`config.mk`:
```
export PLATFORM = sky130hd
export DESIGN_NAME = gct_queue
export DESIGN_NICKNAME = d
export VERILOG_FILES = /design/src/gct_pkg.sv /design/src/gct_queue.sv
export SDC_FILE = /design/constraint.sdc
export NUM_CORES = 1
export LEC_CHECK = 0
export ABC_AREA = 1
export ABC_CLOCK_PERIOD_IN_PS = 17000
export BUFFER_PORTS_ARGS = -buffer_cell sky130_fd_sc_hd__buf_2
export CORE_UTILIZATION = 25
export CTS_CLUSTER_DIAMETER = 200
export CTS_CLUSTER_SIZE = 20
export DETAILED_ROUTE_END_ITERATION = 16
export GPL_TIMING_DRIVEN = 0
export PLACE_DENSITY_LB_ADDON = 0.05
export SETUP_SLACK_MARGIN = 0.5
export SYNTH_ARGS = -nofsm -noshare
export SYNTH_HDL_FRONTEND = slang
export SYNTH_SLANG_ARGS = --single-unit
```
`constraint.sdc`:
```
create_clock -name clk -period 17 [get_ports clk]
set_input_delay 1.7 -clock clk [delete_from_list [all_inputs] [get_ports clk]]
set_output_delay 1.7 -clock clk [all_outputs]
set_load 0.03 [all_outputs]
```
`src/gct_pkg.sv`:
```
// ============================================================================
// gct_pkg: shared constants for the grid cell tessellator
// Default parameter values, configuration width, queue depth and the width
// of the packed job bundle passed from the front end to the back end.
// ============================================================================
package gct_pkg;

  localparam int MAX_WIDTH_DEF    = 1024;
  localparam int INDEX_BITS_DEF   = 20;
  localparam int CFG_BITS         = 11;
  localparam int GRID_WIDTH_RESET = 1024;
  localparam int QUEUE_DEPTH      = 2;

  // One job holds five cells (point, E, S, SE, SW) and a run flag; a bundle
  // holds the two jobs that one beat can cause.
  function automatic int bundle_bits(input int index_bits);
    return 2 * (5 * (index_bits + 2) + 1);
  endfunction

endpackage

```
`src/gct_queue.sv`:
```
// ============================================================================
// gct_queue: short job queue between front end and back end
// A small register FIFO that lets the front end and the back end stall
// independently of each other.
// ============================================================================
module gct_queue #(
  parameter int WIDTH = gct_pkg::bundle_bits(gct_pkg::INDEX_BITS_DEF),
  parameter int DEPTH = gct_pkg::QUEUE_DEPTH
) (
  input  logic             clk,
  input  logic             rst_n,
  input  logic             push_valid,
  output logic             push_ready,
  input  logic [WIDTH-1:0] push_data,
  output logic             pop_valid,
  input  logic             pop_ready,
  output logic [WIDTH-1:0] pop_data
);
  import gct_pkg::*;

  localparam int PW = $clog2(DEPTH);
  localparam int NW = $clog2(DEPTH + 1);

  logic [WIDTH-1:0] entries_r [DEPTH];
  logic [PW-1:0]    wr_ptr_r, wr_ptr_nxt;
  logic [PW-1:0]    rd_ptr_r, rd_ptr_nxt;
  logic [NW-1:0]    count_r, count_nxt;
  logic             push_fire;
  logic             pop_fire;

  assign push_ready = (count_r != NW'(DEPTH));
  assign pop_valid  = (count_r != '0);
  assign pop_data   = entries_r[rd_ptr_r];
  assign push_fire  = push_valid && push_ready;
  assign pop_fire   = pop_valid && pop_ready;

  always_comb begin
    wr_ptr_nxt = wr_ptr_r;
    rd_ptr_nxt = rd_ptr_r;
    count_nxt  = count_r;
    if (push_fire) begin
      wr_ptr_nxt = (wr_ptr_r == PW'(DEPTH - 1)) ? '0 : wr_ptr_r + PW'(1);
    end
    if (pop_fire) begin
      rd_ptr_nxt = (rd_ptr_r == PW'(DEPTH - 1)) ? '0 : rd_ptr_r + PW'(1);
    end
    if (push_fire && !pop_fire) begin
      count_nxt = count_r + NW'(1);
    end else if (pop_fire && !push_fire) begin
      count_nxt = count_r - NW'(1);
    end
  end

  always_ff @(posedge clk) begin
    if (!rst_n) begin
      wr_ptr_r <= '0;
      rd_ptr_r <= '0;
      count_r  <= '0;
    end else begin
      wr_ptr_r <= wr_ptr_nxt;
      rd_ptr_r <= rd_ptr_nxt;
      count_r  <= count_nxt;
    end
  end

  always_ff @(posedge clk) begin
    if (push_fire) begin
      entries_r[wr_ptr_r] <= push_data;
    end
  end

  a_count_bound: assert property (@(posedge clk) disable iff (!rst_n)
    count_r <= NW'(DEPTH))
    else $error("queue count exceeds depth");

  a_count_up: assert property (@(posedge clk) disable iff (!rst_n)
    push_fire && !pop_fire |=> count_r == $past(count_r) + NW'(1))
    else $error("queue count did not follow a push");

endmodule

```
== Word-level counts from Yosys, hierarchy flattened ==
Memories as Yosys holds them, arrays and structs flattened. A register that Yosys moved wholly into a read port is not among the register bits.
Cells that the tools add are included.

* Register bits after elaboration: 4
* Latch bits: 0
* Memory bits (writable): 444
* ROM bits: 0
* Bits of input ports: 226
* Output and inout bits: 224
* Word-level logic and storage cells: 25
* Memories: 1

{| class="wikitable"
|+ Memories
! name !! depth !! bits a word !! rd ports !! clocked after Yosys merged registers in !! write ports !! line !! RTL
|-
| entries_r || 2 || 222 || 1 || 1 || 1 || gct_queue.sv:24 || <nowiki>logic [WIDTH-1:0] entries_r [DEPTH];</nowiki>
|}

* $add $sub $neg: 4
* Multiply operators: 0
* Div/mod/pow operators: 0
* Magnitude comparators: 0
* Equal/unequal tests: 1
* Shift operators: 0
* Muxes and demuxes: 8
* Bitwise logic cells: 0
* Reduce and logical (&&, ||, !) cells: 8

{| class="wikitable"
|+ Operators with widths
! cell !! count
|-
| 1-bit two-way mux || 6
|-
| 1-bit logical AND || 4
|-
| 2-bit two-way mux || 2
|-
| 2-bit nonzero test || 2
|-
| 1-bit adder, second input constant || 2
|-
| 2-bit by 1-bit adder with 2-bit output, second input constant || 1
|-
| 1-bit logical NOT || 2
|-
| 2-bit != test, second input constant || 1
|-
| 2-bit by 1-bit subtractor with 2-bit output, second input constant || 1
|}

== Longest topological paths before layout ==
Gate-level depths: netlist of the first run.

* Depth after elaboration: 6
* Gate-level depth with buffers: 11
* Gate-level depth less buffers: 11

== Worst setup path after synthesis of the first run ==
OpenSTA, ideal clock, no wires.

* Path kind: input port to flip-flop
* From: input push_valid
* To: memory entries_r[0][0] (netlist bit), enable pin
* Setup time: 0.809 ns
* Arrival time: 11.002 ns
* Required time: 16.191 ns
* Slack: 5.188 ns
* Cell stages on the path: 2
* Buffers on the path: 0
* Cells stage by stage: nand2_1 > nor2_1

* Word-level cells in the longest chain between the ends: 3

{| class="wikitable"
|+ Ends and longest elaborated chain
! element !! line !! RTL
|-
| start, declared || gct_queue.sv:12 || <nowiki>input logic push_valid,</nowiki>
|-
| 1-bit logical AND || gct_queue.sv:34 || <nowiki>assign push_fire = push_valid && push_ready;</nowiki>
|-
| 1-bit two-way mux || gct_queue.sv:67 || <nowiki>if (push_fire) begin</nowiki>
|-
| 1-bit two-way mux (implied by the code) || gct_queue.sv:68 || <nowiki>entries_r[wr_ptr_r] <= push_data;</nowiki>
|-
| end, declared || gct_queue.sv:24 ||
|}

Every way passes these cells.

==> results.py, run 1 <==
metrics = {
    "grt": {
        "grt_start_max_net_pins": 29,
        "grt_pass1_vias": 8835,
        "grt_pass1_wl_mm": 61.3,
        "met3_usage": 0.0463,
        "met1_usage": 0.134,
        "busiest_layer": "met2",
        "grtUsageMet2": 0.212,
        "grt_antenna_before_repair": 15,
        "grt.overflow.total": 0,
        "track_usage": 0.120,
    },
    "synthesis": {
        "synth_most_common_cell": "edfxtp_1",
        "synth.cell_area_um2": 17100,
        "synth_ff_type": "edfxtp_1",
        "ys_types": 17,
        "syn_inst": 728,
        "synth_common_cells": "444 x edfxtp_1, 180 x mux2_4, 42 x mux2_2",
        "synth_edf_count": 444,
        "post_synth.cell_area_avg_um2": 23.4,
        "synth_area_leaders": "edfxtp_1 78%, mux2_4 16%, mux2_2 2.8%, buf_8 0.88%, buf_6 0.66%",
        "seq_area_frac_synth": 0.788,
        "synthArstFlopShare": 0,
        "yosysTopAreaCell": "edfxtp_1",
        "yosysWarnings": 0,
        "netlist.area_leader.share": 0.782,
        "synth_nets": 955,
        "ys_ff_latch": 449,
    },
    "power": {
        "peakVddDrop_mv": 0.0770,
        "seqPwrFrac": 0.449,
        "p_comb_frac": 0.343,
        "p_clk_frac": 0.208,
        "intPower_w": 0.00211,
        "power_density_nw_per_um2": 147,
        "p_switching_w": 0.00106,
        "power_switching_share": 0.335,
        "p_leak_nw": 8.18,
    },
    "worst_setup_path": {
        "rrSetupSlack_ns": 14.26,
        "cp-start-kind": "flip-flop",
        "rr_startpoint": "count_r[0]$_SDFFE_PN0P_",
        "arrival_ns": 2.07,
        "critical_path.endpoint_type": "output pin",
        "r2r-end": "entries_r[0][129]$_DFFE_PP_",
        "crit_path_max_fanout": 10,
        "crit_required_ns": 15.30,
        "critical_path_class": "reg -> out",
        "r2r.worst_path.cells": 8,
    },
    "timing": {
        "period_minus_slack_ns": 3.77,
        "relSlewSlack": 0.389,
        "finalWorstSetupSlack_ns": 13.23,
        "maxSlewViolCount": 0,
        "clock_skew_ns": 0.0141,
        "post-route-period-util": 0.222,
        "setup_viol": 0,
        "clock.fmax_ghz": 0.266,
        "final_hold_viol_count": 0,
        "rsz0062_at_grt": "no",
        "tightest_slew_ns": 0.914,
    },
    "clocking": {
        "cts-resized-gates": 0,
        "cts.sinks": 449,
        "post_cts_buffers": 0,
        "root_buffer": "clkbuf_16",
        "cts_max_path_buffers": 3,
        "cts_hold_buffers": 0,
        "clock_latency_ns": 0.58,
        "cts.clk_slew.worst_paths_ns": 0.08,
        "cts_buffers": 26,
        "h-tree-depth": 1,
        "cts_tree": "done",
    },
    "worst_hold_path": {
        "hold_class": "reg -> reg",
        "hp-start": "rd_ptr_r$_SDFFE_PN0P_",
        "min_path_cells": 2,
    },
    "floorplanning": {
        "num_rows": 95,
        "die_x_um": 263,
        "dieArea_um2": 69300,
        "start_util": 0.253,
        "chipHeight_um": 263,
        "boundaryPins": 450,
        "design.core.area_um2": 67300,
    },
    "layout": {
        "area.growth.synth_to_final_pct": 26.4,
        "final_cells": 2119,
        "fin_nets": 1450,
        "utilization": 0.320,
        "drive_above_1_share": 0.599,
    },
    "drt": {
        "drc_errors": 0,
        "wl_per_cell_um": 20.1,
        "vias": 8434,
        "ant_nets": 0,
        "via_per_inst": 3.98,
        "initialDrtViolationCount": 279,
        "dr.pass1.iters": 6,
        "totalWireLength_mm": 42.5,
    },
    "run": {
        "maxCapViolCount": 0,
    },
    "run_status": {
        "status": "finished clean",
    },
    "placement": {
        "routabilityCongestion": 0.674,
        "place_ws_ns": 12.91,
        "dp_cells": 2068,
        "detailed_place_hpwl_mm": 30.8,
        "io_buffers": 449,
    },
}
==> how the worst max path moves through the flow <==
stage	from	endpoint	slack [ns]	depth (start not counted)
global route	flip-flop	pop_data[175]	13.12	5
detailed placement	push_valid	entries_r[0][62]$_DFFE_PP_	12.91	7
finish	flip-flop	pop_data[175]	13.23	5
floorplan	push_valid	entries_r[0][0]$_DFFE_PP_	5.19	2
CTS	flip-flop	pop_data[176]	13.13	5
global placement	push_valid	entries_r[1][67]$_DFFE_PP_	-3.04	3
==> power by group through the flow <==
stage / Clock, W / Sequential, W / Combinational (W)
3_3_place_gp: 0 / 0.00157 / 0.00108
6_report: 0.000661 / 0.00143 / 0.00109
4_1_cts: 0.000703 / 0.00143 / 0.00112
2_1_floorplan: 0 / 0.00151 / 0.000760
3_5_place_dp: 0 / 0.00145 / 0.00112
5_1_grt: 0.000732 / 0.00144 / 0.00116
==> state kept, by name, indices dropped and copies added (netlist names), named ones only <==
name and count:
entries_r 444, count_r 2, rd_ptr_r 1, wr_ptr_r 1
==> cell usage in the layout, fill, tap and decap left out, types with 2 or more instances in the layout <==
master / count
clkbuf_16: 27
inv_1: 8
buf_16: 2
nor2_1: 6
clkbuf_1: 20
diode_2: 3
buf_8: 10
mux2_4: 180
nand2_1: 9
mux2_2: 42
buf_2: 453
o21ai_0: 2
buf_6: 10
dfxtp_1: 5
nor2_4: 2
buf_12: 17
edfxtp_1: 444
==> area by class of cell <==
| class | instances | area, um2 |
|---|---|---|
| inverter | 8 | 30.0 |
| clock inverter | 1 | 16.3 |
| multi-input combinational | 246 | 3300 |
| antenna | 3 | 7.51 |
| sequential | 449 | 13400 |
| clock buffer | 47 | 751 |
| timing repair buffer | 467 | 2620 |
| fill | 6626 | 45700 |
| buffer | 25 | 303 |
| tap | 873 | 1090 |
==> kinds of logic after synthesis <==
group / count (synthesis) / synth area share
DFF: 449 / 0.788
muxes: 222 / 0.186
buffers and inverters: 33 / 0.0195
and+or+nand+nor: 19 / 0.00440
AOI/OAI and AO/OA: 4 / 0.00132
adders and majority gates: 1 / 0.000734
==> metal layers <==
layer / part of all wire / wire length, um
met1: 0.38 / 16100
met2: 0.51 / 21700
met3: 0.084 / 3570
met4: 0.022 / 945
met5: 0.0032 / 136
==> critical path: stages (launching register included) <==
cell	delay, ns
dfxtp_1	0.33
buf_6	0.15
buf_6	0.25
buf_6	0.23
mux2_4	0.32
buf_2	0.20
==> through the flow <==
stage	power, W	setup TNS [ns]	hold WS, ns	cell area [um2]
floorplan	0.00227	0	0.467	17100
global placement	0.00265	-1337.04	0.481	20400
detailed placement	0.00257	0	0.492	20800
CTS	0.00325	0	0.515	21500
global route	0.00333	0	0.533	21600
finish	0.00318	0	0.505	21600
No activity file was read; power rests on OpenSTA's default activity.
==> run 2, diff against run 1 <==
--- a/config.mk
+++ b/config.mk
@@ -6,7 +6,7 @@
 export NUM_CORES = 1
 export LEC_CHECK = 0
 export ABC_AREA = 1
-export ABC_CLOCK_PERIOD_IN_PS = 17000
+export ABC_CLOCK_PERIOD_IN_PS = 3500
 export BUFFER_PORTS_ARGS = -buffer_cell sky130_fd_sc_hd__buf_2
 export CORE_UTILIZATION = 25
 export CTS_CLUSTER_DIAMETER = 200
==> constraint.sdc (replaced) <==
create_clock -name clk -period 3.5 [get_ports clk]
set_input_delay 0.35 -clock clk [delete_from_list [all_inputs] [get_ports clk]]
set_output_delay 0.35 -clock clk [all_outputs]
set_load 0.03 [all_outputs]
==> run 2 against run 1 <==
Compared with the run above: design area is 10% higher; clock skew up 0.010 ns; clock power grew to 4.8 times the previous value; sequential share of layout area down 5.8 points; highest routed layer unchanged; critical endpoint is now entries_r[1][127]$_DFFE_PP_; via count increased by 8.5%.
==> results.py, run 2 (synthesis gave the netlist of run 1 again) <==
metrics = {
    "layout": {
        "reg_top3": "entries_r x444, count_r x2",
        "fin_nets": 1673,
        "top_register": "entries_r",
        "regArea_um2": 13400,
        "multiInputGateArea_um2": 3320,
        "final_common_cell": "buf_2",
        "fill_cells": 6529,
        "drive_above_1_share": 0.514,
        "largest_reg_flops": 444,
        "area.growth.synth_to_final_pct": 39.4,
        "mostFrequentLayoutCells": "453 x buf_2, 444 x edfxtp_1, 223 x dlygate4sd3_1",
    },
    "clocking": {
        "post_cts_buffers": 0,
        "cts_max_path_buffers": 3,
        "h-tree-depth": 1,
        "cts-resized-gates": 0,
        "cts_tree": "done",
        "cts.sinks": 449,
        "cts_buffers": 26,
        "cts.clk_slew.worst_paths_ns": 0.10,
        "root_buffer": "clkbuf_16",
        "clock_latency_ns": 0.59,
    },
    "timing": {
        "finalWorstSetupSlack_ns": 1.04,
        "clock_skew_ns": 0.0244,
        "maxSlewViolCount": 0,
        "relSlewSlack": 0.524,
        "rsz0062_at_grt": "no",
        "clock.fmax_ghz": 0.406,
        "post-route-period-util": 0.703,
        "setup_viol": 0,
        "period_minus_slack_ns": 2.46,
        "tightest_slew_ns": 0.713,
        "final_hold_viol_count": 0,
    },
    "worst_setup_path": {
        "cp-start-kind": "flip-flop",
        "crit_top_cell": "buf_12",
        "crit_path_max_fanout": 26,
        "rr_startpoint": "count_r[0]$_SDFFE_PN0P_",
        "crit_path_cell_trace": "inv_2 -> nand2_4 -> nand2_4 -> nor2_4 -> buf_12 -> buf_12 -> buf_12 -> buf_12",
        "critical_path_class": "reg -> reg",
        "crit_required_ns": 3.78,
        "critical_path.endpoint_type": "flip-flop",
        "cpPeakStageDelay_ns": 0.54,
        "cp_slowest_cell": "nor2_4",
        "arrival_ns": 2.75,
        "startpoint": "count_r[0]$_SDFFE_PN0P_",
    },
    "drt": {
        "wl_per_cell_um": 18.4,
        "initialDrtViolationCount": 338,
        "totalWireLength_mm": 42.9,
        "dr.pass1.iters": 4,
        "via_per_inst": 3.92,
        "vias": 9152,
        "drc_errors": 0,
        "ant_nets": 0,
    },
    "power": {
        "peakVddDrop_mv": 0.439,
        "power_switching_share": 0.334,
        "p_clk_frac": 0.203,
        "p_switching_w": 0.00521,
        "p_total_w": 0.0156,
        "p_leak_nw": 9.11,
        "power_density_nw_per_um2": 656,
        "seqPwrFrac": 0.444,
        "p_comb_frac": 0.353,
        "intPower_w": 0.0104,
    },
    "floorplanning": {
        "boundaryPins": 450,
        "start_util": 0.253,
        "num_rows": 95,
        "die_x_um": 263,
        "design.core.area_um2": 67300,
        "dieArea_um2": 69300,
        "chipHeight_um": 263,
    },
    "grt": {
        "grt_start_max_net_pins": 28,
        "grt_pass1_wl_mm": 62.8,
        "grt_pass1_vias": 9758,
        "track_usage": 0.121,
        "grt.overflow.total": 0,
        "grt_antenna_before_repair": 8,
    },
    "placement": {
        "io_buffers": 449,
        "place_ws_ns": 0.948,
        "routabilityCongestion": 0.696,
        "detailed_place_hpwl_mm": 30.5,
    },
    "worst_hold_path": {
        "hold_class": "in -> reg",
        "hp-start": "push_valid",
    },
    "run_status": {
        "status": "finished clean",
    },
    "run": {
        "maxCapViolCount": 0,
    },
}
run 2: cell types whose count changed in the layout (fill, tap and decap cells not counted):
cell and delta:
dlygate4sd3_1 +223, clkbuf_1 -10, nand2_1 -2, nand2_4 +2, dfxtp_1 -1, dfxtp_2 +1
diode_2 +1, inv_1 -1, inv_2 +1
run 2: worst paths after layout:
path                                               endpoint  slack, ns  depth (start not counted)
worst max-delay path            entries_r[1][127]$_DFFE_PP_       1.04                          8
worst min-delay path                  wr_ptr_r$_SDFFE_PN0P_       0.15                          4
worst max register to register  entries_r[1][127]$_DFFE_PP_       1.04                          8
worst min register to register        rd_ptr_r$_SDFFE_PN0P_       0.52                          2
run 2: timing repair:
action,in CTS,in global routing
endpoints found under the setup margin,0,0
hold buffers,223,0
endpoints found under the hold margin,447,0
run 2: final cells by class:
| cell class | instances | share of cell area |
|---|---|---|
| tap | 873 | 0.0460 |
| multi-input combinational | 246 | 0.139 |
| inverter | 8 | 0.00126 |
| antenna | 4 | 0.000421 |
| sequential | 449 | 0.565 |
| clock inverter | 1 | 0.000684 |
| clock buffer | 37 | 0.0300 |
| buffer | 25 | 0.0127 |
| timing repair buffer | 690 | 0.204 |
run 2: critical path, delay by kind of cell (launching register included):
kind                   cells  cell delay [ns]
DFF                        1             0.36
and+or+nand+nor            3             0.69
buffers and inverters      5             1.01
run 2: through the flow:
stage / utilization / TNS, ns / hold slack (ns) / std cells / cell area, um2
2_1_floorplan: - / -353.35 / 0.449 / 728 / 17100
3_3_place_gp: 0.304 / -1541.90 / 0.484 / 2050 / 20400
3_5_place_dp: 0.309 / 0 / 0.506 / 2068 / 20800
4_1_cts: 0.353 / 0 / 0.100 / 2329 / 23800
5_1_grt: 0.353 / 0 / 0.162 / 2332 / 23800
6_report: 0.353 / 0 / 0.148 / 2333 / 23800
run 2: routing by layer:
metal / part of all wire / up-vias / track usage
li1: - / 4305 / -
met1: 0.40 / 4542 / 0.141
met2: 0.50 / 251 / 0.211
met3: 0.074 / 46 / 0.0411
met4: 0.024 / 8 / 0.0296
met5: 0.0010 / - / 0
run 2: power by group through the flow:
stage	sequential [W]	combinational [W]	clock [W]
floorplan	0.00712	0.00371	0
global placement	0.00723	0.00524	0
detailed placement	0.00706	0.00544	0
CTS	0.00694	0.00566	0.00335
global route	0.00700	0.00583	0.00350
finish	0.00693	0.00550	0.00316
