===== config.mk =====
export PLATFORM = sky130hd
export DESIGN_NAME = gct_back
export DESIGN_NICKNAME = d
export VERILOG_FILES = /design/src/gct_pkg.sv /design/src/gct_back.sv
export SDC_FILE = /design/constraint.sdc
export NUM_CORES = 1
export LEC_CHECK = 0
export BUFFER_PORTS_ARGS = -buffer_cell sky130_fd_sc_hd__buf_2
export CORE_MARGIN = 2
export CORE_UTILIZATION = 42
export CTS_BUF_LIST = sky130_fd_sc_hd__clkbuf_2 sky130_fd_sc_hd__clkbuf_4 sky130_fd_sc_hd__clkbuf_8
export CTS_CLUSTER_DIAMETER = 40
export DETAILED_ROUTE_END_ITERATION = 8
export PLACE_DENSITY_LB_ADDON = 0.12
export SKIP_LAST_GASP = 1
export SYNTH_ARGS = -nofsm -noshare
export SYNTH_HDL_FRONTEND = slang
export SYNTH_SLANG_ARGS = --single-unit

===== constraint.sdc =====
create_clock -name clk -period 8 [get_ports clk]
set_input_delay 2.4 -clock clk [delete_from_list [all_inputs] [get_ports clk]]
set_output_delay 2.4 -clock clk [all_outputs]
set_load 0.1 [all_outputs]

===== src/gct_pkg.sv =====
// ============================================================================
// gct_pkg: shared constants for the grid cell tessellator
// Default parameter values, configuration width, queue depth and the width
// of the packed job bundle passed from the front end to the back end.
// ============================================================================
package gct_pkg;

  localparam int MAX_WIDTH_DEF    = 1024;
  localparam int INDEX_BITS_DEF   = 20;
  localparam int CFG_BITS         = 11;
  localparam int GRID_WIDTH_RESET = 1024;
  localparam int QUEUE_DEPTH      = 2;

  // One job holds five cells (point, E, S, SE, SW) and a run flag; a bundle
  // holds the two jobs that one beat can cause.
  function automatic int bundle_bits(input int index_bits);
    return 2 * (5 * (index_bits + 2) + 1);
  endfunction

endpackage


===== src/gct_back.sv =====
// ============================================================================
// gct_back: record sequencer
// Expands the queue head's jobs into spring and triangle records, one record
// per cycle unless out_ready stalls, into a registered output stage.
// ============================================================================
module gct_back #(
  parameter int INDEX_BITS = gct_pkg::INDEX_BITS_DEF
) (
  input  logic                                         clk,
  input  logic                                         rst_n,
  input  logic                                         pop_valid,
  output logic                                         pop_ready,
  input  logic [gct_pkg::bundle_bits(INDEX_BITS)-1:0]  pop_data,
  output logic                                         out_valid,
  input  logic                                         out_ready,
  output logic                                         out_kind,
  output logic [INDEX_BITS-1:0]                        out_index_a,
  output logic [INDEX_BITS-1:0]                        out_index_b,
  output logic [INDEX_BITS-1:0]                        out_index_c,
  output logic [1:0]                                   out_dir_a,
  output logic [2:0]                                   out_dir_b,
  output logic                                         out_last
);
  import gct_pkg::*;

  localparam logic KIND_SPRING   = 1'b0;
  localparam logic KIND_TRIANGLE = 1'b1;

  localparam logic [2:0] SLOT_E      = 3'd0;
  localparam logic [2:0] SLOT_SE     = 3'd1;
  localparam logic [2:0] SLOT_S      = 3'd2;
  localparam logic [2:0] SLOT_SW     = 3'd3;
  localparam logic [2:0] SLOT_TRI_A  = 3'd4;
  localparam logic [2:0] SLOT_TRI_B  = 3'd5;
  localparam logic [2:0] SLOT_CORNER = 3'd6;

  typedef struct packed {
    logic                  occ;
    logic                  hull;
    logic [INDEX_BITS-1:0] idx;
  } cell_t;

  typedef struct packed {
    cell_t p;
    cell_t e;
    cell_t s;
    cell_t se;
    cell_t sw;
    logic  run_before;
  } job_t;

  typedef struct packed {
    job_t j1;
    job_t j2;
  } bundle_t;

  typedef struct packed {
    logic                  kind;
    logic [INDEX_BITS-1:0] a;
    logic [INDEX_BITS-1:0] b;
    logic [INDEX_BITS-1:0] c;
    logic [1:0]            da;
    logic [2:0]            db;
  } record_t;

  function automatic logic [6:0] job_mask(input job_t j);
    logic tri_a;
    logic tri_b;
    logic corner;
    tri_a  = (j.e.occ && j.se.occ) || (j.e.occ && j.s.occ) || (j.se.occ && j.s.occ);
    tri_b  = j.e.occ && j.se.occ && j.s.occ;
    corner = !j.run_before && j.s.occ && j.sw.occ;
    return {corner, tri_b, tri_a, j.sw.occ, j.s.occ, j.se.occ, j.e.occ} & {7{j.p.occ}};
  endfunction

  function automatic record_t job_record(input job_t j, input logic [2:0] slot);
    record_t r;
    logic    split;
    logic    quad;
    r     = '0;
    quad  = j.e.occ && j.se.occ && j.s.occ;
    split = !(j.p.hull && j.se.hull) && j.s.hull && j.e.hull;
    unique case (slot)
      SLOT_E, SLOT_SE, SLOT_S, SLOT_SW: begin
        r.kind = KIND_SPRING;
        r.a    = j.p.idx;
        r.da   = slot[1:0];
        r.db   = {1'b1, slot[1:0]};
        case (slot)
          SLOT_E:  r.b = j.e.idx;
          SLOT_SE: r.b = j.se.idx;
          SLOT_S:  r.b = j.s.idx;
          default: r.b = j.sw.idx;
        endcase
      end
      SLOT_TRI_A: begin
        r.kind = KIND_TRIANGLE;
        r.a    = j.p.idx;
        r.b    = j.e.occ ? j.e.idx : j.se.idx;
        if (quad && split) begin
          r.c = j.s.idx;
        end else if (j.e.occ && j.se.occ) begin
          r.c = j.se.idx;
        end else begin
          r.c = j.s.idx;
        end
      end
      SLOT_TRI_B: begin
        r.kind = KIND_TRIANGLE;
        if (split) begin
          r.a = j.s.idx;
          r.b = j.e.idx;
          r.c = j.se.idx;
        end else begin
          r.a = j.p.idx;
          r.b = j.se.idx;
          r.c = j.s.idx;
        end
      end
      SLOT_CORNER: begin
        r.kind = KIND_TRIANGLE;
        r.a    = j.p.idx;
        r.b    = j.s.idx;
        r.c    = j.sw.idx;
      end
      default: r = '0;
    endcase
    return r;
  endfunction

  bundle_t   head;
  logic [6:0] m1, m2, rem1, rem, rem_after, pick;
  logic [2:0] slot;
  logic       use2;
  logic       final_rec;
  logic       slot_free;
  logic       act;
  logic       emit;
  record_t    rec;

  logic       phase_r, phase_nxt;
  logic [6:0] done_r, done_nxt;
  logic       out_valid_r;
  record_t    out_rec_r;
  logic       out_last_r;

  assign head = bundle_t'(pop_data);
  assign m1   = job_mask(head.j1);
  assign m2   = job_mask(head.j2);
  assign rem1 = m1 & ~done_r;
  assign use2 = phase_r || (rem1 == '0);
  assign rem  = use2 ? (m2 & (phase_r ? ~done_r : {7{1'b1}})) : rem1;

  always_comb begin
    slot = SLOT_E;
    for (int i = 6; i >= 0; i--) begin
      if (rem[i]) begin
        slot = 3'(i);
      end
    end
  end

  assign pick      = 7'(1) << slot;
  assign rem_after = rem & ~pick;
  assign final_rec = (rem_after == '0) && (use2 || (m2 == '0));
  assign slot_free = !out_valid_r || out_ready;
  assign act       = pop_valid && slot_free;
  assign emit      = act && (rem != '0);
  assign pop_ready = slot_free && ((rem == '0) || final_rec);
  assign rec       = job_record(use2 ? head.j2 : head.j1, slot);

  always_comb begin
    phase_nxt = phase_r;
    done_nxt  = done_r;
    if (act) begin
      if ((rem == '0) || final_rec) begin
        phase_nxt = 1'b0;
        done_nxt  = '0;
      end else if (use2) begin
        phase_nxt = 1'b1;
        done_nxt  = (phase_r ? done_r : 7'd0) | pick;
      end else begin
        done_nxt = done_r | pick;
      end
    end
  end

  always_ff @(posedge clk) begin
    if (!rst_n) begin
      phase_r     <= 1'b0;
      done_r      <= '0;
      out_valid_r <= 1'b0;
    end else begin
      phase_r <= phase_nxt;
      done_r  <= done_nxt;
      if (emit) begin
        out_valid_r <= 1'b1;
      end else if (out_ready) begin
        out_valid_r <= 1'b0;
      end
    end
  end

  always_ff @(posedge clk) begin
    if (emit) begin
      out_rec_r  <= rec;
      out_last_r <= final_rec;
    end
  end

  assign out_valid   = out_valid_r;
  assign out_kind    = out_rec_r.kind;
  assign out_index_a = out_rec_r.a;
  assign out_index_b = out_rec_r.b;
  assign out_index_c = out_rec_r.c;
  assign out_dir_a   = out_rec_r.da;
  assign out_dir_b   = out_rec_r.db;
  assign out_last    = out_last_r;

  a_pick_onehot: assert property (@(posedge clk) disable iff (!rst_n)
    emit |-> $onehot(pick))
    else $error("record pick is not one-hot");

  a_last_resets: assert property (@(posedge clk) disable iff (!rst_n)
    emit && final_rec |=> !phase_r && done_r == '0)
    else $error("sequencer not rewound after the final record");

  a_phase_head: assert property (@(posedge clk) disable iff (!rst_n)
    phase_r |-> pop_valid)
    else $error("second job phase without a queue head");

endmodule


## After elaboration in Yosys (flattened, before gate mapping)

Cells that the tools add are included.

- Eq/ne operators: 6
- Bitwise operators: 9
- Multiplexer cells: 25
- Reductions and logical operators: 44
- Shift operators: 1

Operators by type and width:

| operator | number |
|---|---|
| one-hot mux 41 bit (4 select lines) | 1 |
| one-hot mux 20 bit (3 select lines) | 2 |
| two-way mux 110 bit | 1 |
| two-way mux 20 bit | 3 |
| two-way mux 60 bit | 1 |
| AND 7 bit | 5 |
| two-way mux 7 bit | 5 |
| logical NOT 7 bit | 4 |
| two-way mux 3 bit | 8 |
| logical AND 1 bit | 22 |
| NOT 7 bit | 2 |
| bitwise OR 7 bit | 2 |
| == test 3 bit (second input constant) | 3 |
| logical OR 1 bit | 8 |
| nonzero test 7 bit | 1 |
| left shift 1 x 3 -> 7 bit (first input constant) | 1 |
| == test 3 x 2 -> 1 bit (second input constant) | 2 |
| logical NOT 1 bit | 4 |
| two-way mux 1 bit | 4 |
| nonzero test 2 bit | 2 |
| OR reduction 4 bit | 1 |
| == test 3 x 1 -> 1 bit (second input constant) | 1 |
| logical NOT 3 bit | 1 |
| AND reduction 2 bit | 1 |

- Input bits: 226
- Logic and storage cells: 95
- Register bits: 74
- Output and inout bits: 69

## Logic depth before layout (Yosys ltp)

Gate-level depths: netlist of run 1.

- Word-level depth: 23
- Depth in mapped cells: 12
- Depth with buffers taken out: 9

## Worst setup path before layout of run 1

Ideal clock, no wire load.

- Path type: input-to-reg
- From: in pop_data[199] (netlist name)
- To: reg done_r[1]
- Library setup time: 0.061 ns
- Arrival: 7.846 ns
- Stages on the path: 8
- Slack: 0.093 ns
- Required time: 7.939 ns
- Cell sequence: maj3_2 a21o_4 o31a_1 o311a_1 a31oi_1 and3_1 buf_2 a32o_1

- Word-level cells in the longest chain between the ends: 22
- Elaborated cells between the ends (all ways): 29

Ends and longest elaborated chain:

| item | line | RTL |
|---|---|---|
| start: declaration | gct_back.sv:13 | `input logic [gct_pkg::bundle_bits(INDEX_BITS)-1:0] pop_data,` |
| logical AND 1 bit, on equally long branches | gct_back.sv:70, gct_back.sv:71 |  |
| logical OR 1 bit (2 in series) | gct_back.sv:70 | `tri_a = (j.e.occ && j.se.occ) \|\| (j.e.occ && j.s.occ) \|\| (j.se.occ && j.s.occ);` |
| AND 7 bit (*) | gct_back.sv:73 | `return {corner, tri_b, tri_a, j.sw.occ, j.s.occ, j.se.occ, j.e.occ} & {7{j.p.occ}};` |
| AND 7 bit (*) | gct_back.sv:150 | `assign rem1 = m1 & ~done_r;` |
| logical NOT 7 bit | gct_back.sv:151 | `assign use2 = phase_r \|\| (rem1 == '0);` |
| logical OR 1 bit | gct_back.sv:151 |  |
| two-way mux 7 bit | gct_back.sv:152 | `assign rem = use2 ? (m2 & (phase_r ? ~done_r : {7{1'b1}})) : rem1;` |
| two-way mux 3 bit (7 in series) | gct_back.sv:157 | `if (rem[i]) begin` |
| left shift 1 x 3 -> 7 bit | gct_back.sv:163 | `assign pick = 7'(1) << slot;` |
| NOT 7 bit | gct_back.sv:164 | `assign rem_after = rem & ~pick;` |
| AND 7 bit | gct_back.sv:164 |  |
| logical NOT 7 bit | gct_back.sv:165 | `assign final_rec = (rem_after == '0) && (use2 \|\| (m2 == '0));` |
| logical AND 1 bit | gct_back.sv:165 |  |
| logical OR 1 bit | gct_back.sv:176 | `if ((rem == '0) \|\| final_rec) begin` |
| two-way mux 7 bit (*) | gct_back.sv:176 |  |
| end signal: assignment | gct_back.sv:195 | `done_r <= done_nxt;` |
| end: declaration | gct_back.sv:142 | `logic [6:0] done_r, done_nxt;` |

Mark *: on every way between the ends. The rest lies on a longest branch, timed or not.
A chain may end at the register's enable or synchronous reset.

## Final worst setup path of run 1

- From: in pop_data[199] (netlist name)
- To: out pop_ready

- Word-level cells in the longest chain between the ends: 22
- Elaborated cells between the ends (all ways): 26

Ends and longest elaborated chain:

| item | line | RTL |
|---|---|---|
| logical AND 1 bit, on equally long branches | gct_back.sv:70, gct_back.sv:71 |  |
| logical OR 1 bit (2 in series) | gct_back.sv:70 |  |
| AND 7 bit (*) | gct_back.sv:73 |  |
| AND 7 bit (*) | gct_back.sv:150 |  |
| logical NOT 7 bit | gct_back.sv:151 |  |
| logical OR 1 bit | gct_back.sv:151 |  |
| two-way mux 7 bit | gct_back.sv:152 |  |
| two-way mux 3 bit (7 in series) | gct_back.sv:157 |  |
| left shift 1 x 3 -> 7 bit | gct_back.sv:163 |  |
| NOT 7 bit | gct_back.sv:164 |  |
| AND 7 bit | gct_back.sv:164 |  |
| logical NOT 7 bit | gct_back.sv:165 |  |
| logical AND 1 bit | gct_back.sv:165 |  |
| logical OR 1 bit (*) | gct_back.sv:169 | `assign pop_ready = slot_free && ((rem == '0) \|\| final_rec);` |
| logical AND 1 bit (*) | gct_back.sv:169 |  |
| end: declaration | gct_back.sv:12 | `output logic pop_ready,` |

Marked as above.

==> results.ini, run 1 <==
[die]
die_h_um = 118
initial_core_util_pct = 43.1
io_pins = 295
die_area_mm2 = 0.0139
coreArea_mm2 = 0.0127
die_x_um = 118
rows = 41

[layout]
postLayoutCoreUtil_pct = 56.7
stdcell_area_mm2 = 0.00719
final_nets = 1044
layout_common_cells = buf_2 (291), nand2_1 (96), mux2i_1 (75), edfxtp_1 (65), o211ai_1 (28)
diodes = 0
final_common_cell = buf_2
layout.cells.non_filler = 995
syn_to_final_growth_pct = 31.7
final_layout_size_suffix_gt1_share_pct = 41.9
filler_cell_count = 1202

[timing]
relSlewSlack_pct = 33.1
worst_pin_slew_ns = 0.999
fin_crit_ns = 7.12
fin_ws_ns = 0.878
setup-violations-final = 0
fin_hold_ws_ns = 0.562
fmax_ghz = 0.140
skew_ns = 0.0110
slew_viol_final = 0
period_share_pct = 89.0
rsz0062_at_grt = no
tns_ns = 0
hold_violations = 0

[placement]
dpl.cell_count = 979
post-dp-hpwl_um = 14500
gp_congestion = 0.846
dp_slack_ns = 0.876
port_buffers = 292
placed_cell_area_mm2 = 0.00700

[power]
power-per-cell-area_mw_per_mm2 = 227
p_sw_uw = 792
finalPower_mw = 1.63
power_frac_seq_pct = 31.2
p_int_uw = 841
p_sw_share_pct = 48.5
ir_worst_vdd_mv = 0.126
clkPwrFrac_pct = 18.6
leakage_nw = 3.28
power_frac_comb_pct = 50.2

[worst_setup_path]
ff2ff_path_depth = 7
r2r_slack_ns = 3.92
critPathKind = input port to output port
critPathMaxFanout = 7
cp_data_arrival_time_ns = 4.72
rr_startpoint = phase_r$_SDFFE_PN0P_
r2r-end = out_index_b[2]$_DFFE_PP_
crit_path_end_kind = output port
critPathRequiredTime_ns = 5.60
startpoint_type = input port

[yosys]
synth_cells = 554
synth_edf_count = 65
syn_nets = 780
seq_area_frac_synth_pct = 39.1
yosys_warnings = 0
synthFlopType = edfxtp_1
synth.cell_area_mm2 = 0.00546
async_reset_ff_share_pct = 0
ys_ff_latch = 74
ys_types = 65
avgSynthCellArea_um2 = 9.85

[routing]
drtPass1Iterations = 5
route.detailed.drc = 0
antenna_left = 0
via_count = 5653
drtIter0Drc = 430
routed_wl_um = 19400
wl_per_cell_um = 19.5
vias_per_cell = 5.68

[clock_network]
clock_latency_ns = 0.37
post_cts_buffers = 0
htreeDepth = 3
holdBufCountCts = 0
cts_tree = yes
clk_pin_slew_ns = 0.08
ctsResizeCount = 0
cts_sinks = 74
numCtsBuffers = 9
cts_buffer_depth = 2
cts_root_buf = clkbuf_8

[global_routing]
grt_pass1_vias = 5597
antenna_found_initial = 0
gr-total-overflow = 0
grt_max_degree = 64
grt_pass1_wl_um = 30200
grt.total_usage_pct = 27.9

[worst_hold_path]
hp-start = done_r[6]$_SDFFE_PN0P_
hold_depth = 1
min_to = done_r[6]$_SDFFE_PN0P_
hold_path.class = flip-flop to flip-flop

[status]
status = finished clean

[run]
drv_cap = 0

[final cells by class]
class | instances | area, um2 | share of cell area (%)
timing repair buffer | 300 | 1540 | 21.4
clock inverter | 5 | 55.1 | 0.766
tap | 172 | 215 | 2.99
inverter | 7 | 26.3 | 0.365
multi-input combinational | 426 | 3090 | 42.9
clock buffer | 11 | 139 | 1.93
sequential | 74 | 2130 | 29.7
[power groups by stage]
| stage | Clock, mW | Sequential [mW] | Combinational, mW |
|---|---|---|---|
| after global routing | 0.323 | 0.515 | 0.860 |
| after floorplan | 0 | 0.866 | 0.294 |
| final | 0.304 | 0.509 | 0.820 |
| after global placement | 0 | 0.517 | 0.815 |
| after detailed placement | 0 | 0.518 | 0.820 |
| after CTS | 0.308 | 0.510 | 0.821 |
[critical path: stages]
cell	delay, ns
buf_2	0.15
maj3_2	0.34
a21o_4	0.25
o31a_1	0.38
o311a_1	0.48
o21ai_0	0.19
a21oi_1	0.09
nand3_1	0.16
nor2_1	0.10
buf_12	0.17
[logic make-up (layout without fill, tap and decap cells)]
group	Yosys count	count (layout)	synth area share, %
fa+ha+maj	1	1	0.206
flops	74	74	39.1
buf+inv	54	323	4.77
mux	77	77	14.2
compound gates	184	184	27.8
simple gates	164	164	14.0
[how the worst max path moves through the flow]
| stage | from | cells past startpoint | endpoint | slack, ns |
|---|---|---|---|---|
| finish | pop_data[199] | 10 | pop_ready | 0.88 |
| global route | pop_data[221] | 10 | pop_ready | 0.68 |
| CTS | pop_data[177] | 10 | pop_ready | 0.88 |
| detailed placement | pop_data[177] | 10 | pop_ready | 0.88 |
| global placement | pop_data[199] | 10 | pop_ready | 0.88 |
| floorplan | pop_data[199] | 8 | done_r[1]$_SDFFE_PN0P_ | 0.09 |
[cell usage after synthesis (2+ instances only)]
cell,count,area share [%]
a211oi_1,13,1.8
nor2_1,17,1.2
nand3b_1,4,0.55
clkbuf_1,20,1.4
o22a_1,3,0.48
buf_2,15,1.4
o21a_1,4,0.55
nand3_1,8,0.73
a21o_1,12,1.7
mux2i_1,75,14
nand2_1,96,6.6
o21ai_0,14,1.3
a21oi_1,16,1.5
edfxtp_1,65,36
a31oi_1,12,1.4
and2_1,15,1.7
o221ai_1,17,2.7
a41oi_1,2,0.32
inv_1,7,0.48
a2bb2oi_1,19,3.0
o211ai_1,28,3.9
a311o_1,2,0.37
o21ai_1,3,0.28
mux2_2,2,0.41
and3_1,5,0.57
a32o_1,8,1.5
buf_1,5,0.34
dfxtp_1,9,3.3
nand2b_1,5,0.57
buf_4,2,0.28
o221ai_2,11,3.0
buf_6,4,0.83
nor2b_1,4,0.46
[sequential cells by signal (all words and copies together), names as in the netlist]
signal and flops:
out_valid 1, phase_r 1, out_last 1, out_index_c 20, out_index_a 20, done_r 7
out_dir_b 3, out_index_b 20, out_kind 1
[metal layers]
layer	routed length [um]	GRT usage, %
met1	7940	34.5
met5	0	0
met4	391	9.79
met3	1450	5.28
met2	9610	48.4
(Power assumes the default switching activity.)
==> run 2: changes to the inputs <==
--- a/config.mk
+++ b/config.mk
@@ -5,8 +5,7 @@
 export SDC_FILE = /design/constraint.sdc
 export NUM_CORES = 1
 export LEC_CHECK = 0
-export BUFFER_PORTS_ARGS = -buffer_cell sky130_fd_sc_hd__buf_2
-export CORE_MARGIN = 2
+export BUFFER_PORTS_ARGS = -buffer_cell sky130_fd_sc_hd__clkbuf_2
 export CORE_UTILIZATION = 42
 export CTS_BUF_LIST = sky130_fd_sc_hd__clkbuf_2 sky130_fd_sc_hd__clkbuf_4 sky130_fd_sc_hd__clkbuf_8
 export CTS_CLUSTER_DIAMETER = 40
==> run 2 against run 1 <==
Effect of this change:
- combinational power about the same
- clock skew down 0.0012 ns
- worst hold slack worse by 0.0028 ns
- global-route usage down 0.39 points
- maximum frequency about the same
- final cell count up 0.20%
- die area down 3.4%
- total power down 0.89%
- cell area about the same
- wire length down 1.3%
- flip-flop and latch count unchanged
- critical path type unchanged
- critical endpoint unchanged
- largest cell class unchanged
- largest power group unchanged
==> results.ini, run 2 (synthesis results as in run 1) <==
[timing]
rsz0062_at_grt = no
setup-violations-final = 0
fmax_ghz = 0.140
tns_ns = 0
fin_hold_ws_ns = 0.559
slew_viol_final = 0
fin_crit_ns = 7.13
fin_ws_ns = 0.873
period_share_pct = 89.1
relSlewSlack_pct = 26.8
skew_ns = 0.00983
worst_pin_slew_ns = 1.09
hold_violations = 0

[clock_network]
post_cts_buffers = 0
ctsResizeCount = 0
cts_tree = yes
clock_latency_ns = 0.37
cts_root_buf = clkbuf_8
holdBufCountCts = 0
cts_sinks = 74
clk_pin_slew_ns = 0.07
htreeDepth = 3
numCtsBuffers = 9
cts_buffer_depth = 2

[die]
initial_core_util_pct = 43.2
coreArea_mm2 = 0.0126
die_x_um = 116
rows = 41
die_area_mm2 = 0.0135
io_pins = 295
die_h_um = 116

[run]
drv_cap = 0

[worst_hold_path]
hp-start = done_r[5]$_SDFFE_PN0P_
min_to = done_r[5]$_SDFFE_PN0P_
hold_depth = 1
hold_path.class = flip-flop to flip-flop

[worst_setup_path]
cp.buffers_inverters = 2
crit_family = simple AND/OR/NAND/NOR gates
startpoint_type = input port
crit_path_end_kind = output port
critPathKind = input port to output port
cp_data_arrival_time_ns = 4.73
r2r-end = out_index_b[7]$_DFFE_PP_
ff2ff_path_depth = 8
slowest_stage = or3b_1
rr_startpoint = phase_r$_SDFFE_PN0P_
r2r_slack_ns = 3.54
worstPathCellList = clkbuf_2, and4b_1, a21o_4, o31a_1, o21a_1, or3b_1, o211ai_1, nand3_1, nor2_1, buf_12
critPathRequiredTime_ns = 5.60
critPathMaxStageDelay_ns = 0.38
critPathMaxFanout = 7

[layout]
final_nets = 1045
final_layout_size_suffix_gt1_share_pct = 41.5
filler_cell_count = 1153
layout_common_cells = clkbuf_2 (291), nand2_1 (96), mux2i_1 (75), edfxtp_1 (65), o211ai_1 (28)
stdcell_area_mm2 = 0.00719
final_common_cell = clkbuf_2
syn_to_final_growth_pct = 31.7

[global_routing]
grt_max_degree = 65
gr-total-overflow = 0
antenna_found_initial = 1
grt_pass1_vias = 5151
grt.total_usage_pct = 27.5
grt_pass1_wl_um = 27400

[routing]
via_count = 5652
wl_per_cell_um = 19.2
route.detailed.drc = 0
vias_per_cell = 5.67
antenna_left = 0
routed_wl_um = 19200
drtPass1Iterations = 4
drtIter0Drc = 339

[placement]
placed_cell_area_mm2 = 0.00700
gp_congestion = 0.891
post-dp-hpwl_um = 14400
dp_slack_ns = 0.879
port_buffers = 292

[power]
leakage_nw = 3.34
ir_worst_vdd_mv = 0.127
power-per-cell-area_mw_per_mm2 = 225

[status]
status = finished clean

==> run 2: cell types whose count changed in the layout (fill, tap and decap cells not counted) <==
cell,change
buf_4,+1
buf_2,-291
diode_2,+1
clkinv_1,+4
clkbuf_2,+291
clkinv_2,-1
clkbuf_4,-2
inv_6,+1
clkinvlp_4,-2
==> run 2: worst max-delay path by stage <==
stage	end	depth (start not counted)	from
2_1_floorplan	done_r[1]$_SDFFE_PN0P_	8	pop_data[199]
5_1_grt	pop_ready	10	pop_data[221]
3_3_place_gp	pop_ready	10	pop_data[199]
4_1_cts	pop_ready	10	pop_data[199]
6_report	pop_ready	10	pop_data[199]
3_5_place_dp	pop_ready	10	pop_data[199]
==> run 2: final cells by class <==
class	count	area [um2]	area share (%)
inverter	7	26.3	0.366
sequential	74	2130	29.7
clock buffer	9	124	1.72
clock inverter	7	58.8	0.818
tap	172	215	2.99
antenna	1	2.50	0.0348
timing repair buffer	301	1540	21.5
multi-input combinational	426	3090	42.9
==> run 2: power by group <==
part	switching (mW)	internal (mW)
sequential	0.0194	0.492
clock	0.145	0.140
combinational	0.624	0.198
==> run 2: stage by stage <==
| stage | utilization, % | std cells | power, mW |
|---|---|---|---|
| 6_report | 57.0 | 997 | 1.62 |
| 5_1_grt | 56.9 | 996 | 1.68 |
| 4_1_cts | 56.9 | 996 | 1.63 |
| 3_5_place_dp | 55.5 | 980 | 1.34 |
| 3_3_place_gp | 55.5 | 980 | 1.33 |
| 2_1_floorplan | - | 554 | 1.16 |
==> run 2: worst register-to-register path, stage by stage (launching register included) <==
cell and delay (ns):
dfxtp_1 0.77, nor2_1 0.25, o31ai_4 0.13, buf_4 0.53, buf_4 0.77, mux2i_1 0.50
nand2_1 0.18, a21oi_4 0.72, o221ai_1 0.30
==> run 2: routing by layer <==
metal | global-route usage [%] | wire length, um
met3 | 5.33 | 1260
met1 | 33.6 | 7930
met5 | 0 | 0
met4 | 9.49 | 428
met2 | 48.2 | 9540
